<file path="src/rtl/sliding_window_max_average_macros.svh">
// Assertion helpers shared by the block's modules.
`ifndef SLIDING_WINDOW_MAX_AVERAGE_MACROS_SVH
`define SLIDING_WINDOW_MAX_AVERAGE_MACROS_SVH

// Same-cycle implication, muted while reset is asserted.
`define SWMA_ASSERT_NOW(label, clk, rst_n, ante, cons, msg) \
	label: assert property (@(posedge clk) disable iff (!rst_n) (ante) |-> (cons)) \
		else $error(msg);

// Next-cycle implication, muted while reset is asserted.
`define SWMA_ASSERT_NEXT(label, clk, rst_n, ante, cons, msg) \
	label: assert property (@(posedge clk) disable iff (!rst_n) (ante) |=> (cons)) \
		else $error(msg);

`endif

</file>
<file path="src/rtl/swma_pkg.sv">
package swma_pkg;

	localparam int SAMPLE_BITS     = 16;
	localparam int SUM_W           = 26;
	localparam int AVG_W           = 24;
	localparam int FRAC_W          = 8;
	localparam int CFG_W           = 11;
	localparam int DIV_W           = SUM_W + FRAC_W;
	localparam int WINDOW_MAX_DEF  = 1024;
	localparam int QUEUE_DEPTH_DEF = 2;

	localparam logic [CFG_W-1:0] CFG_RESET   = CFG_W'(1);
	localparam logic [AVG_W-1:0] AVG_POS_MAX = {1'b0, {(AVG_W-1){1'b1}}};
	localparam logic [AVG_W-1:0] AVG_NEG_MIN = {1'b1, {(AVG_W-1){1'b0}}};

	typedef struct packed {
		logic signed [SAMPLE_BITS-1:0] sample;
		logic                          last;
	} in_t;

	typedef struct packed {
		logic signed [SUM_W-1:0] max_sum;
		logic signed [AVG_W-1:0] max_average;
		logic                    short_stream;
	} out_t;

	// One finished stream handed from the front to the divider.
	typedef struct packed {
		logic signed [SUM_W-1:0] best_sum;
		logic [CFG_W-1:0]        len;
		logic                    short_stream;
	} job_t;

endpackage

</file>
<file path="src/rtl/swma_fifo.sv">
`include "sliding_window_max_average_macros.svh"

module swma_fifo #(
	parameter int WIDTH = 38,
	parameter int DEPTH = swma_pkg::QUEUE_DEPTH_DEF
) (
	input  logic             clk,
	input  logic             arst_n,
	input  logic             push,
	input  logic [WIDTH-1:0] wdata,
	output logic             full,
	input  logic             pop,
	output logic [WIDTH-1:0] rdata,
	output logic             empty
);

	localparam int PW = (DEPTH > 1) ? $clog2(DEPTH) : 1;
	localparam int CW = $clog2(DEPTH + 1);

	logic [WIDTH-1:0] mem_q [DEPTH];
	logic [PW-1:0]    wr_ptr_q;
	logic [PW-1:0]    rd_ptr_q;
	logic [CW-1:0]    count_q;

	assign full  = (count_q == CW'(DEPTH));
	assign empty = (count_q == '0);
	assign rdata = mem_q[rd_ptr_q];

	always_ff @(posedge clk) begin
		if (push) begin
			mem_q[wr_ptr_q] <= wdata;
		end
	end

	always_ff @(posedge clk or negedge arst_n) begin
		if (!arst_n) begin
			wr_ptr_q <= '0;
			rd_ptr_q <= '0;
			count_q  <= '0;
		end else begin
			if (push) begin
				wr_ptr_q <= (wr_ptr_q == PW'(DEPTH - 1)) ? '0 : wr_ptr_q + 1'b1;
			end
			if (pop) begin
				rd_ptr_q <= (rd_ptr_q == PW'(DEPTH - 1)) ? '0 : rd_ptr_q + 1'b1;
			end
			if (push && !pop) begin
				count_q <= count_q + 1'b1;
			end else if (pop && !push) begin
				count_q <= count_q - 1'b1;
			end
		end
	end

	`SWMA_ASSERT_NOW(a_no_overflow, clk, arst_n, full, !push, "queue written while full")
	`SWMA_ASSERT_NOW(a_no_underflow, clk, arst_n, empty, !pop, "queue read while empty")

endmodule

</file>
<file path="config.mk">
export PLATFORM = sky130hd
export DESIGN_NAME = swma_fifo
export DESIGN_NICKNAME = d
export VERILOG_FILES = /design/src/rtl/swma_pkg.sv /design/src/rtl/swma_fifo.sv
export VERILOG_INCLUDE_DIRS = /design/src /design/src/rtl
export SDC_FILE = /design/constraint.sdc
export NUM_CORES = 1
export LEC_CHECK = 0
export ABC_AREA = 1
export BUFFER_PORTS_ARGS = -buffer_cell sky130_fd_sc_hd__buf_2
export CAP_MARGIN = 0
export CORE_ASPECT_RATIO = 1.5
export CORE_MARGIN = 2
export CORE_UTILIZATION = 55
export DETAILED_ROUTE_END_ITERATION = 8
export PLACE_DENSITY = 0.93
export SLEW_MARGIN = 20
export SYNTH_ARGS = -nofsm -noshare
export SYNTH_HDL_FRONTEND = slang
export SYNTH_SLANG_ARGS = --single-unit
</file>
<file path="constraint.sdc">
create_clock -name clk -period 3.6 [get_ports clk]
set_input_delay 0.54 -clock clk [delete_from_list [all_inputs] [get_ports clk]]
set_output_delay 0.54 -clock clk [all_outputs]
set_load 0.02 [all_outputs]
</file>
Yosys cells after proc, flatten, opt, wreduce, memory -nomap -nowiden
Memory sizes are Yosys's and may differ from the RTL's.
Index checks and enable logic that the tools add are counted.
Storage, ports and cells
  memories kept: 1
  flip-flop bits (word level): 4
  RAM bits: 76
Cells by class
  reductions and logical operators: 6
  $add $sub $neg: 4
  eq/ne operators: 1
  multiplexer cells: 6
Memories
  mem_q: words 2, bits a word 38, read ports 1, clocked after Yosys merged registers in 0, wr ports 1, line swma_fifo.sv:20  | logic [WIDTH-1:0] mem_q [DEPTH];
Operators with widths (count)
  1-bit 2-to-1 mux: 4
  2-bit 2-to-1 mux: 2
  1-bit adder, second input constant: 2
  2-bit by 1-bit adder with 2-bit output, second input constant: 1
  2-bit == test, second input constant: 1
  1-bit logical AND: 2
  1-bit zero test: 2
  2-bit zero test: 1
  2-bit nonzero test: 1
  2-bit by 1-bit subtractor with 2-bit output, second input constant: 1

Longest topological paths before layout
  word-level depth: 4
  mapped depth: 7
  gate-level depth less buffers: 7

Least setup slack after synthesis
OpenSTA, ideal clock, no wires.
  kind: input to register
  start point: input port push
  end point: memory mem_q[0][0], enable pin
  setup slack: 0.986 ns
  stages on the path: 2
  data required time: 3.166 ns
  data arrival time: 2.179 ns
  library setup time: 0.434 ns
  path through: inv_1 -> nor2_1
Between the ends
  longest elaborated chain between the ends: 2
RTL lines
  from (decl): line swma_fifo.sv:9  | input logic push,
  1-bit 2-to-1 mux: line swma_fifo.sv:30  | if (push) begin
  1-bit 2-to-1 mux (not written as such): line swma_fifo.sv:31  | mem_q[wr_ptr_q] <= wdata;
  to (decl): line swma_fifo.sv:20
No other way between the ends.

Final worst setup path
  start point: register rd_ptr_q
  end point: output port rdata[13]
Between the ends
  longest elaborated chain between the ends: 1
RTL lines
  from (decl): line swma_fifo.sv:22  | logic [PW-1:0] rd_ptr_q;
  from (signal assigned): line swma_fifo.sv:45  | rd_ptr_q <= (rd_ptr_q == PW'(DEPTH - 1)) ? '0 : rd_ptr_q + 1'b1;
  memory read 2 x 38 bit
  to (decl): line swma_fifo.sv:13  | output logic [WIDTH-1:0] rdata,
No other way between the ends.

==> reports/metrics.cfg <==
[synthesis]
yosys_warnings=0
yosysSeqAreaShare_pct=79.5
synth.distinct_cells=15
syn_area_um2=3000
syn_nets=186
synth-seq-cells=80
avgSynthCellArea_um2=20.9
postSynthCellCount=143

[power_and_ir_drop]
ir_worst_vdd_mv=0.537
power.density_nw_per_um2=772
p_leak_nw=1.45
p_total_mw=2.82

[floorplan]
dieArea_um2=6060
core_um2=5200
die_w_um=64.3
ios=82
num_rows=32
die_h_um=94.4
start_util_pct=57.5

[setup_path]
reg2regPathDepth=3
startpoint=rd_ptr_q$_DFFE_PN0P_
crit_path_start_kind=flip-flop
worst-path-max-fanout=39
reg2reg_from=wr_ptr_q$_DFFE_PN0P_
worst_r2r_endpoint=mem_q[1][24]$_DFFE_PP_
rrSetupSlack_ns=1.82
critPathKind=reg2out
required_ns=3.06
endpoint=rdata[13]
arrival_ns=1.95
endpoint_kind=output pin

[status]
status=finished, final reports clean

[timing]
final.min_clock_period_ns=2.49
drv_slew=0
period_share_pct=69.2
max_freq_mhz=402
tightest_slew_ns=0.959
finalHoldViolCount=0
finalSetupViolCount=0
slew_headroom_pct=36.1
clock_skew_ns=0.00682
rsz0062_at_grt=no
tns_ns=0

[cells_and_area]
syn_to_final_growth_pct=21.9
nets=277
n_antenna_cell=0
drive_gt1_share_pct=56.1
n_fill_cell=364

[clock_tree]
clkSinkCount=80
cts.clk_slew.worst_paths_ns=0.07
cts_resized=0
htree_levels=3
root_buffer=clkbuf_8
cts_buffer_depth=2
clk_latency_ns=0.34
numCtsBuffers=9
tritoncts=done

[grt]
grt_max_degree=40
grt_pass1_wl_mm=7.50
antenna_found_initial=0
track_usage_pct=17.4
use_met1_pct=17.8
grt_busiest_layer=met2
use_met2_pct=31.6
grt-ovfl-total=0
met3_usage_pct=5.01
grt_pass1_vias=1689

[routing]
antenna_left=0
dr.pass1.iters=4
drt_iter0_drc=39
drcViolationCount=0
wl_mm=4.94
vias_per_cell=5.06
avgRoutedWirePerCell_um=16.1
vias=1553

[placed_design]
dp_hpwl_mm=3.34
place_congestion=0.744
portBuffers=81

[min_path]
min_path_type=in2reg

[job]
maxCapViolCount=0

-- cells by family (layout without fill, tap and decap cells) --
family	count (synthesis)	count (layout)	share of synthesized area [%]
adder cells (fa/ha/maj)	1	1	0.418
XOR/XNOR	3	3	0.877
AND/OR/NAND/NOR	10	10	1.38
flip-flops	80	80	79.5
multiplexers	38	38	15.5
buffers and inverters	11	107	2.26
-- repair_timing --
action	in CTS	in global routing
hold buffers	1	0
endpoints found under the setup margin	0	0
buffers inserted	0	0
endpoints found under the hold margin	4	0
-- through the flow --
step                      hold slack, ns  cell area, um^2  cells  setup slack [ns]  utilization, %
final                              0.388             3650    307              1.11            70.1
after global routing               0.370             3650    307              1.02            70.1
after CTS                          0.367             3620    306              1.10            69.6
after detailed placement           0.349             3460    289              1.47            66.5
after global placement             0.354             3460    289              1.48            66.5
after floorplan                    0.244             3000    143             0.986               -
-- where the power goes --
group | switching, mW | internal, mW | total [mW]
clock network | 0.277 | 0.250 | 0.527
logic | 0.492 | 0.412 | 0.904
registers | 0.149 | 1.24 | 1.39
-- critical path: stages, from the launching register on --
cell     delay [ns]
dfrtp_2        0.98
mux2_2         0.43
buf_2          0.16
-- state kept, by name (all words and copies together), names as in the netlist --
register and cells:
rd_ptr_q 1, mem_q 76, wr_ptr_q 1, count_q 2
-- synthesized netlist by cell type, drive strengths merged --
library cell / number / area, um^2
nand4: 1 / 6.26
ha: 1 / 12.5
nand3: 1 / 5.00
dfrtp: 4 / 100
nor2: 3 / 11.3
xor2: 2 / 17.5
xnor2: 1 / 8.76
nand2: 5 / 18.8
edfxtp: 76 / 2280
mux2: 38 / 465
buf: 4 / 41.3
inv: 7 / 26.3
-- routing by layer --
metal | vias to the layer above | wire [um]
li1 | 725 | -
met1 | 770 | 1760
met2 | 49 | 2870
met3 | 9 | 212
met4 | 0 | 100
met5 | - | 0
-- cell type report --
| cell class | count | area, um^2 | area share, % |
|---|---|---|---|
| clock buffer | 14 | 143 | 3.91 |
| sequential | 80 | 2380 | 65.3 |
| timing repair buffer | 84 | 450 | 12.3 |
| tap | 68 | 85.1 | 2.33 |
| multi-input combinational | 52 | 553 | 15.1 |
| inverter | 7 | 26.3 | 0.720 |
| clock inverter | 2 | 10.0 | 0.274 |
-- cell usage in the layout, fill, tap and decap left out, drive strengths merged, types with 2 or more instances in the layout --
master and n:
inv 7, clkinv 2, mux2 38, nor2 3, nand2 5, clkbuf 14, edfxtp 76, xor2 2
dfrtp 4, buf 83
-- worst min-delay path by stage --
stage | depth (start not counted) | endpoint | startpoint | slack, ns
6_report | 1 | mem_q[0][19]$_DFFE_PP_ | wdata[19] | 0.39
5_1_grt | 1 | mem_q[1][19]$_DFFE_PP_ | wdata[19] | 0.37
4_1_cts | 1 | mem_q[1][13]$_DFFE_PP_ | wdata[13] | 0.37
3_5_place_dp | 1 | count_q[1]$_DFFE_PN0P_ | arst_n | 0.35
3_3_place_gp | 1 | count_q[1]$_DFFE_PN0P_ | arst_n | 0.35
2_1_floorplan | 0 | count_q[0]$_DFFE_PN0P_ | arst_n | 0.24
No activity file was read; power rests on OpenSTA's default activity.
