$ cat config.mk
export PLATFORM = sky130hd
export DESIGN_NAME = swma_back
export DESIGN_NICKNAME = d
export VERILOG_FILES = /design/src/rtl/swma_pkg.sv /design/src/rtl/swma_back.sv
export VERILOG_INCLUDE_DIRS = /design/src /design/src/rtl
export SDC_FILE = /design/constraint.sdc
export NUM_CORES = 1
export LEC_CHECK = 0
export BUFFER_PORTS_ARGS = -buffer_cell sky130_fd_sc_hd__clkbuf_2
export CELL_PAD_IN_SITES_DETAIL_PLACEMENT = 0
export CELL_PAD_IN_SITES_GLOBAL_PLACEMENT = 1
export CORE_MARGIN = 1
export CORE_UTILIZATION = 30
export DETAILED_ROUTE_END_ITERATION = 7
export PLACE_DENSITY_LB_ADDON = 0.1
export SLEW_MARGIN = 20
export SYNTH_ARGS = -nofsm -noshare
export SYNTH_HDL_FRONTEND = slang
export SYNTH_SLANG_ARGS = --single-unit
$ cat constraint.sdc
create_clock -name clk -period 3.11 [get_ports clk]
set_input_delay 0.4665 -clock clk [delete_from_list [all_inputs] [get_ports clk]]
set_output_delay 0.4665 -clock clk [all_outputs]
set_load 0.01 [all_outputs]
$ cat src/rtl/sliding_window_max_average_macros.svh
// Assertion helpers shared by the block's modules.
`ifndef SLIDING_WINDOW_MAX_AVERAGE_MACROS_SVH
`define SLIDING_WINDOW_MAX_AVERAGE_MACROS_SVH

// Same-cycle implication, muted while reset is asserted.
`define SWMA_ASSERT_NOW(label, clk, rst_n, ante, cons, msg) \
	label: assert property (@(posedge clk) disable iff (!rst_n) (ante) |-> (cons)) \
		else $error(msg);

// Next-cycle implication, muted while reset is asserted.
`define SWMA_ASSERT_NEXT(label, clk, rst_n, ante, cons, msg) \
	label: assert property (@(posedge clk) disable iff (!rst_n) (ante) |=> (cons)) \
		else $error(msg);

`endif

$ cat src/rtl/swma_pkg.sv
package swma_pkg;

	localparam int SAMPLE_BITS     = 16;
	localparam int SUM_W           = 26;
	localparam int AVG_W           = 24;
	localparam int FRAC_W          = 8;
	localparam int CFG_W           = 11;
	localparam int DIV_W           = SUM_W + FRAC_W;
	localparam int WINDOW_MAX_DEF  = 1024;
	localparam int QUEUE_DEPTH_DEF = 2;

	localparam logic [CFG_W-1:0] CFG_RESET   = CFG_W'(1);
	localparam logic [AVG_W-1:0] AVG_POS_MAX = {1'b0, {(AVG_W-1){1'b1}}};
	localparam logic [AVG_W-1:0] AVG_NEG_MIN = {1'b1, {(AVG_W-1){1'b0}}};

	typedef struct packed {
		logic signed [SAMPLE_BITS-1:0] sample;
		logic                          last;
	} in_t;

	typedef struct packed {
		logic signed [SUM_W-1:0] max_sum;
		logic signed [AVG_W-1:0] max_average;
		logic                    short_stream;
	} out_t;

	// One finished stream handed from the front to the divider.
	typedef struct packed {
		logic signed [SUM_W-1:0] best_sum;
		logic [CFG_W-1:0]        len;
		logic                    short_stream;
	} job_t;

endpackage

$ cat src/rtl/swma_back.sv
`include "sliding_window_max_average_macros.svh"

module swma_back (
	input  logic            clk,
	input  logic            arst_n,
	input  logic            job_valid,
	output logic            job_pop,
	input  swma_pkg::job_t  job,
	output logic            out_valid,
	input  logic            out_ready,
	output swma_pkg::out_t  out_word
);

	localparam int DW    = swma_pkg::DIV_W;
	localparam int LW    = swma_pkg::CFG_W;
	localparam int CNT_W = $clog2(DW + 1);
	localparam int AW    = swma_pkg::AVG_W;

	typedef enum logic [1:0] {
		ST_IDLE,
		ST_DIV,
		ST_FIX,
		ST_SHOW
	} state_t;

	state_t                       state_q;
	logic [LW-1:0]                rem_q;
	logic [DW-1:0]                quo_q;
	logic [LW-1:0]                div_q;
	logic [CNT_W-1:0]             cnt_q;
	logic                         neg_q;
	logic signed [swma_pkg::SUM_W-1:0] sum_q;
	swma_pkg::out_t               res_q;

	logic signed [DW-1:0]         dividend;
	logic [DW-1:0]                mag;
	logic [LW:0]                  partial;
	logic                         ge;
	logic [LW-1:0]                rem_next;
	logic [AW-1:0]                avg_fix;

	assign job_pop   = (state_q == ST_IDLE) && job_valid;
	assign out_valid = (state_q == ST_SHOW);
	assign out_word  = res_q;

	always_comb begin
		dividend = {job.best_sum, {swma_pkg::FRAC_W{1'b0}}};
		mag      = dividend[DW-1] ? DW'(-dividend) : DW'(dividend);
	end

	// Restoring division, one quotient bit per cycle.
	always_comb begin
		partial  = {rem_q, quo_q[DW-1]};
		ge       = (partial >= {1'b0, div_q});
		rem_next = ge ? LW'(partial - {1'b0, div_q}) : LW'(partial);
	end

	// Apply the sign and clamp to the average's range.
	always_comb begin
		if (!neg_q) begin
			avg_fix = (quo_q > DW'(swma_pkg::AVG_POS_MAX)) ? swma_pkg::AVG_POS_MAX
				: AW'(quo_q);
		end else begin
			avg_fix = (quo_q > DW'(swma_pkg::AVG_NEG_MIN)) ? swma_pkg::AVG_NEG_MIN
				: AW'(-quo_q);
		end
	end

	always_ff @(posedge clk or negedge arst_n) begin
		if (!arst_n) begin
			state_q <= ST_IDLE;
			rem_q   <= '0;
			quo_q   <= '0;
			div_q   <= '0;
			cnt_q   <= '0;
			neg_q   <= 1'b0;
			sum_q   <= '0;
			res_q   <= '0;
		end else begin
			case (state_q)
				ST_IDLE: begin
					if (job_valid) begin
						if (job.short_stream) begin
							res_q.max_sum      <= '0;
							res_q.max_average  <= '0;
							res_q.short_stream <= 1'b1;
							state_q            <= ST_SHOW;
						end else begin
							rem_q   <= '0;
							quo_q   <= mag;
							div_q   <= job.len;
							cnt_q   <= CNT_W'(DW);
							neg_q   <= job.best_sum[swma_pkg::SUM_W-1];
							sum_q   <= job.best_sum;
							state_q <= ST_DIV;
						end
					end
				end
				ST_DIV: begin
					rem_q <= rem_next;
					quo_q <= {quo_q[DW-2:0], ge};
					cnt_q <= cnt_q - 1'b1;
					if (cnt_q == CNT_W'(1)) begin
						state_q <= ST_FIX;
					end
				end
				ST_FIX: begin
					res_q.max_sum      <= sum_q;
					res_q.max_average  <= avg_fix;
					res_q.short_stream <= 1'b0;
					state_q            <= ST_SHOW;
				end
				ST_SHOW: begin
					if (out_ready) begin
						state_q <= ST_IDLE;
					end
				end
				default: begin
					state_q <= ST_IDLE;
				end
			endcase
		end
	end

	`SWMA_ASSERT_NOW(a_short_zero, clk, arst_n, out_valid && out_word.short_stream, (out_word.max_sum == '0) && (out_word.max_average == '0), "short result has nonzero fields")
	`SWMA_ASSERT_NOW(a_avg_sign, clk, arst_n, out_valid && !out_word.short_stream, (out_word.max_average[AW-1] == out_word.max_sum[swma_pkg::SUM_W-1]) || (out_word.max_average == '0), "average sign disagrees with sum")

endmodule

Word-level counts from Yosys, hierarchy flattened. Index checks and enable logic that the tools add are counted.

$lt $le $gt $ge: 3. Div/mod/pow operators: 0. Multiply operators: 0. Equality and inequality tests: 9. Multiplexer cells: 22. Bitwise gates (word level): 1. Add/subtract/negate cells: 4. Shifts and indexed selects: 0. Reductions and logical operators: 8.

Operator list (count): $mux 34 (3); $mux 51 (2); $pmux 51 s2 (1); $mux 24 (3); $pmux 34 s2 (1); $gt 34x23->1 const B (1); $gt 34x24->1 const B (1); $neg 34->34 (1); $mux 11 (3); $neg 24->24 (1); $pmux 11 s2 (1); $ge 12x11->1 (1); $mux 6 (2); $pmux 6 s2 (1); $reduce_and 3->1 (4); $sub 11x11->11 (1); $mux 2 (4); $ne 2x2->1 const B (4); $pmux 2 s4 (1); $eq 6x1->1 const B (1); $sub 6x1->6 const B (1); $eq 2x2->1 const B (2); $reduce_bool 2->1 (2); $eq 2x1->1 const B (1); other kinds (4) (4).

Bits in read-only memories: 0. Memories kept: 0. Memory bits (writable): 0. Word-level logic and storage cells: 57. Latch bits: 0. Output and inout bits: 53. Flip-flop bits (word level): 142. Input bits: 42.

Depth between registers and ports, before layout.
Word-level depth: 5. Mapped depth: 10. Gate-level depth less buffers: 10.

Least setup slack after synthesis. Ideal clock, no wire load.

Path kind: register to register. Start: reg quo_q[33]. End: reg rem_q[1]. Arrival time: 2.388 ns. Setup time: 0.130 ns. Cell stages (with the launch flop): 11. Path buffers: 1. Path slack: 0.592 ns. Required time: 2.980 ns. Cells stage by stage: dfrtp_1 -> inv_1 -> ha_1 -> inv_1 -> fa_1 -> a211oi_1 -> o211ai_1 -> a31oi_1 -> buf_2 -> mux2i_1 -> o21ai_0.

Word-level cells in the longest chain between the ends: 3. Elaborated cells between the ends (all ways): 4. Those cells by class: 1 x add/sub; 1 x order compare; 2 x mux.

Ends and longest elaborated chain: start: declaration (RTL line swma_back.sv:28) `logic [DW-1:0] quo_q;`; start signal: assignment (RTL line swma_back.sv:90) `quo_q <= mag;`; start signal: assignment (RTL line swma_back.sv:101) `quo_q <= {quo_q[DW-2:0], ge};`; $sub 11x11->11 or $ge 12x11->1 (tied branches) (RTL line swma_back.sv:55, swma_back.sv:54); $mux 11 (*) (RTL line swma_back.sv:55) `rem_next = ge ? LW'(partial - {1'b0, div_q}) : LW'(partial);`; $pmux 11 s2 (*) (RTL line swma_back.sv:80) `case (state_q)`; end signal: assignment (RTL line swma_back.sv:100) `rem_q <= rem_next;`; end: declaration (RTL line swma_back.sv:27) `logic [LW-1:0] rem_q;`.

Every way passes the cells marked *; elsewhere a longest branch is shown, timed or not. A chain may end at the register's enable or synchronous reset.

Worst setup path after layout.
Start: reg quo_q[0]. End: reg res_q, in the netlist out_word[22].

Word-level cells in the longest chain between the ends: 4. Elaborated cells between the ends (all ways): 7. Those cells by class: 1 x add/sub; 2 x order compare; 4 x mux.

Ends and longest elaborated chain: $gt 34x23->1, or another cell as far along (RTL line swma_back.sv:61) `avg_fix = (quo_q > DW'(swma_pkg::AVG_POS_MAX)) ? swma_pkg::AVG_POS_MAX`; $mux 24, on equally long branches (RTL line swma_back.sv:61, swma_back.sv:64); $mux 24 (*) (RTL line swma_back.sv:60) `if (!neg_q) begin`; $pmux 51 s2 (*) (RTL line swma_back.sv:80); end: declaration (RTL line swma_back.sv:33) `swma_pkg::out_t res_q;`.

Marks and branches as above.

==> flow_summary_export.csv <==
group,metric,value,unit
setup_path,ff2ff_path_depth,8,
logic_synthesis,syn_area,0.00729,mm^2
power_and_ir_drop,leakage,3.95,nW
place,dp_hpwl,13.6,mm
logic_synthesis,yosys.area.top_type_share,0.484,
timing,slew_headroom,0.385,
route,finalWirelength,19.5,mm
grt,gr-usage-all-layers,0.169,
timing,fin_crit,2.74,ns
place,place.gp.congestion,0.842,
timing,finalCritPeriodShare,0.880,
floorplanning,rows,56,
clock_network,post_cts_buffers,0,
grt,grt_pass1_vias,5976,
power_and_ir_drop,p_per_area,1090,mW/mm^2
route,dr.pass1.iters,4,
setup_path,max_stage_delay,0.57,ns
clock_network,hold_buffers,0,
timing,max_slew.worst_pin.slew,0.922,ns
logic_synthesis,synth_top_cell_by_area,"dfrtp_1",
logic_synthesis,synth_edf_count,0,
finish,final_area,0.00870,mm^2
setup_path,worstPathRequired,3.44,ns
logic_synthesis,synth_common_cells,"dfrtp_1 (141), nand2_1 (71), o21ai_0 (56)",
setup_path,crit_chain,"inv_1 > ha_1 > or3b_4 > nor4_4 > nand2_4 > o211ai_2 > nand2_2 > o31ai_1",
finish,antennaDiodeCount,0,
floorplanning,die_h,158,um
place,dp_cells,1113,
clock_network,cts_buffer_depth,2,
route,routedWlPerCell,17.1,um
place,placed_area,0.00814,mm^2
logic_synthesis,syn_area_per_cell,10.0,um^2
logic_synthesis,synth-seq-area-share,0.484,
flow_run,maxCapViolations,0,
timing,whs,0.0325,ns
finish,drive_gt1_frac,0.246,
power_and_ir_drop,ir_worst_vdd,0.000408,V
logic_synthesis,synth_area_leaders,"dfrtp_1 (48%), mux2_2 (5.4%), o21ai_0 (3.8%)",
setup_path,path_max_fanout,18,
clock_network,clk_pin_slew,0.07,ns
logic_synthesis,synth.distinct_cells,67,
timing,report.final.slew_viol_count,0,
grt,grt-ovfl-total,0,
finish,finalNetCount,875,
timing,setup_violations,0,
clock_network,root_buffer,"clkbuf_16",
timing,finClkSkew,0.0111,ns
setup_path,worst-path-stages,8,
timing,fmax,0.365,GHz
timing,fin_setup_tns,0,ns
clock_network,cts_tree,"built",
route,drc_errors,0,
grt,grt_pass1_wl,32.3,mm
place,place.port_buffers,94,
finish,fin_util,0.367,
setup_path,cp.arrival,3.06,ns
logic_synthesis,ys_ff_latch,141,
finish,areaGrowthSynthToFinish,19.4,%
finish,fin_cells,1145,
timing,hold_viol_final,0,
logic_synthesis,yosysWarnings,0,
logic_synthesis,syn_inst,728,
clock_network,clk_latency,0.43,ns
clock_network,cts_made_buffers,17,
setup_path,crit_slowest_cell,"nor4_4",
clock_network,post_cts_resized,0,
route,drtIter0Drc,289,
setup_path,crit_family,"simple AND/OR/NAND/NOR gates",
logic_synthesis,syn_nets,790,
setup_path,worstSetupEndpointType,"register",
logic_synthesis,yosysMostFrequentCell,"dfrtp_1",
setup_path,r2r-end,"out_word[22]",
grt,antenna_found_initial,0,
clock_network,cts.sinks,141,
grt,grt_max_degree,68,
route,vias,5799,
floorplanning,die_area,0.0249,mm^2
timing,rsz0062_at_grt,"no",
setup_path,start_kind,"register",
setup_path,cp.buffers_inverters,1,
clock_network,cts_max_level,4,
route,drtAntennaViolNets,0,
logic_synthesis,synth-main-ff-cell,"dfrtp_1",
route,viasPerCell,5.06,
logic_synthesis,async_flop_share,1.00,
floorplanning,core,0.0237,mm^2
hold_path,hold_class,"input pin to asynchronous set/reset pin",
outcome,status,"finished, final reports clean",
setup_path,ff2ff_setup_slack,0.37,ns
floorplanning,fp.dieW,158,um
setup_path,rr_startpoint,"quo_q[0]",
floorplanning,ios,95,
setup_path,crit_type,"register to register",
floorplanning,initial_utilization,0.308,
logic make-up after synthesis:
kind of cell / count (synthesis) / synth area share
AO/OA/AOI/OAI: 219 / 0.198
XOR/XNOR: 35 / 0.0421
adder cells (fa/ha/maj): 20 / 0.0354
buffers and inverters: 66 / 0.0362
flip-flops: 141 / 0.484
multiplexers: 40 / 0.0609
AND/OR/NAND/NOR: 207 / 0.143
registers in the layout (all words and copies together), names as in the netlist:
name      count
cnt_q         6
rem_q        11
state_q       2
quo_q        34
neg_q         1
out_word     51
sum_q        25
div_q        11
routing by layer:
layer	global-route usage	share of wire	wire length [um]	vias to the layer above
li1	-	-	-	2825
met1	0.226	0.49	9510	2851
met2	0.274	0.47	9200	111
met3	0.0339	0.033	639	12
met4	0.0481	0.0090	176	0
met5	0	0	0	-
cell usage in the layout, fill, tap and decap left out, drive strengths merged, types with 8 or more instances in the layout:
cell	Yosys	routed
a21oi	40	40
nor2	48	48
nand3	17	17
o31ai	9	9
a22o	31	31
xnor2	10	10
ha	19	19
nand2	73	73
mux2	35	35
clkbuf	36	111
or3	9	9
nand2b	8	8
a31oi	10	10
xor2	25	25
dfrtp	141	141
nor4	11	11
o21ai	66	66
o22ai	21	21
buf	7	16
inv	23	30
nor3	12	12
layout make-up:
| class | instances | area, um^2 |
|---|---|---|
| multi-input cells | 521 | 3520 |
| fillers | 2412 | 15000 |
| well taps | 319 | 399 |
| clock inverters | 14 | 126 |
| clock buffers | 18 | 439 |
| repair buffers | 109 | 602 |
| flip-flops and latches | 141 | 3530 |
| inverters | 23 | 86.3 |
metrics by stage:
step                worst slack [ns]  power (mW)
floorplan                      0.592        6.23
detailed placement             0.352        7.64
finish                         0.372        9.51
global placement               0.474        7.55
global route                   0.184        10.4
CTS                            0.346        9.65
worst max path at each step:
stage / startpoint / endpoint / slack (ns)
floorplan: quo_q[33] / rem_q[1] / 0.59
global placement: quo_q[1] / out_word[22] / 0.47
detailed placement: quo_q[1] / out_word[22] / 0.35
CTS: quo_q[0] / out_word[22] / 0.35
global route: quo_q[0] / out_word[22] / 0.18
finish: quo_q[0] / out_word[22] / 0.37
power breakdown:
| part | internal, mW | switching, mW | total, mW |
|---|---|---|---|
| registers | 2.62 | 0.653 | 3.27 |
| logic | 1.82 | 2.46 | 4.28 |
| clock network | 1.07 | 0.893 | 1.96 |
(Power assumes the default switching activity.)
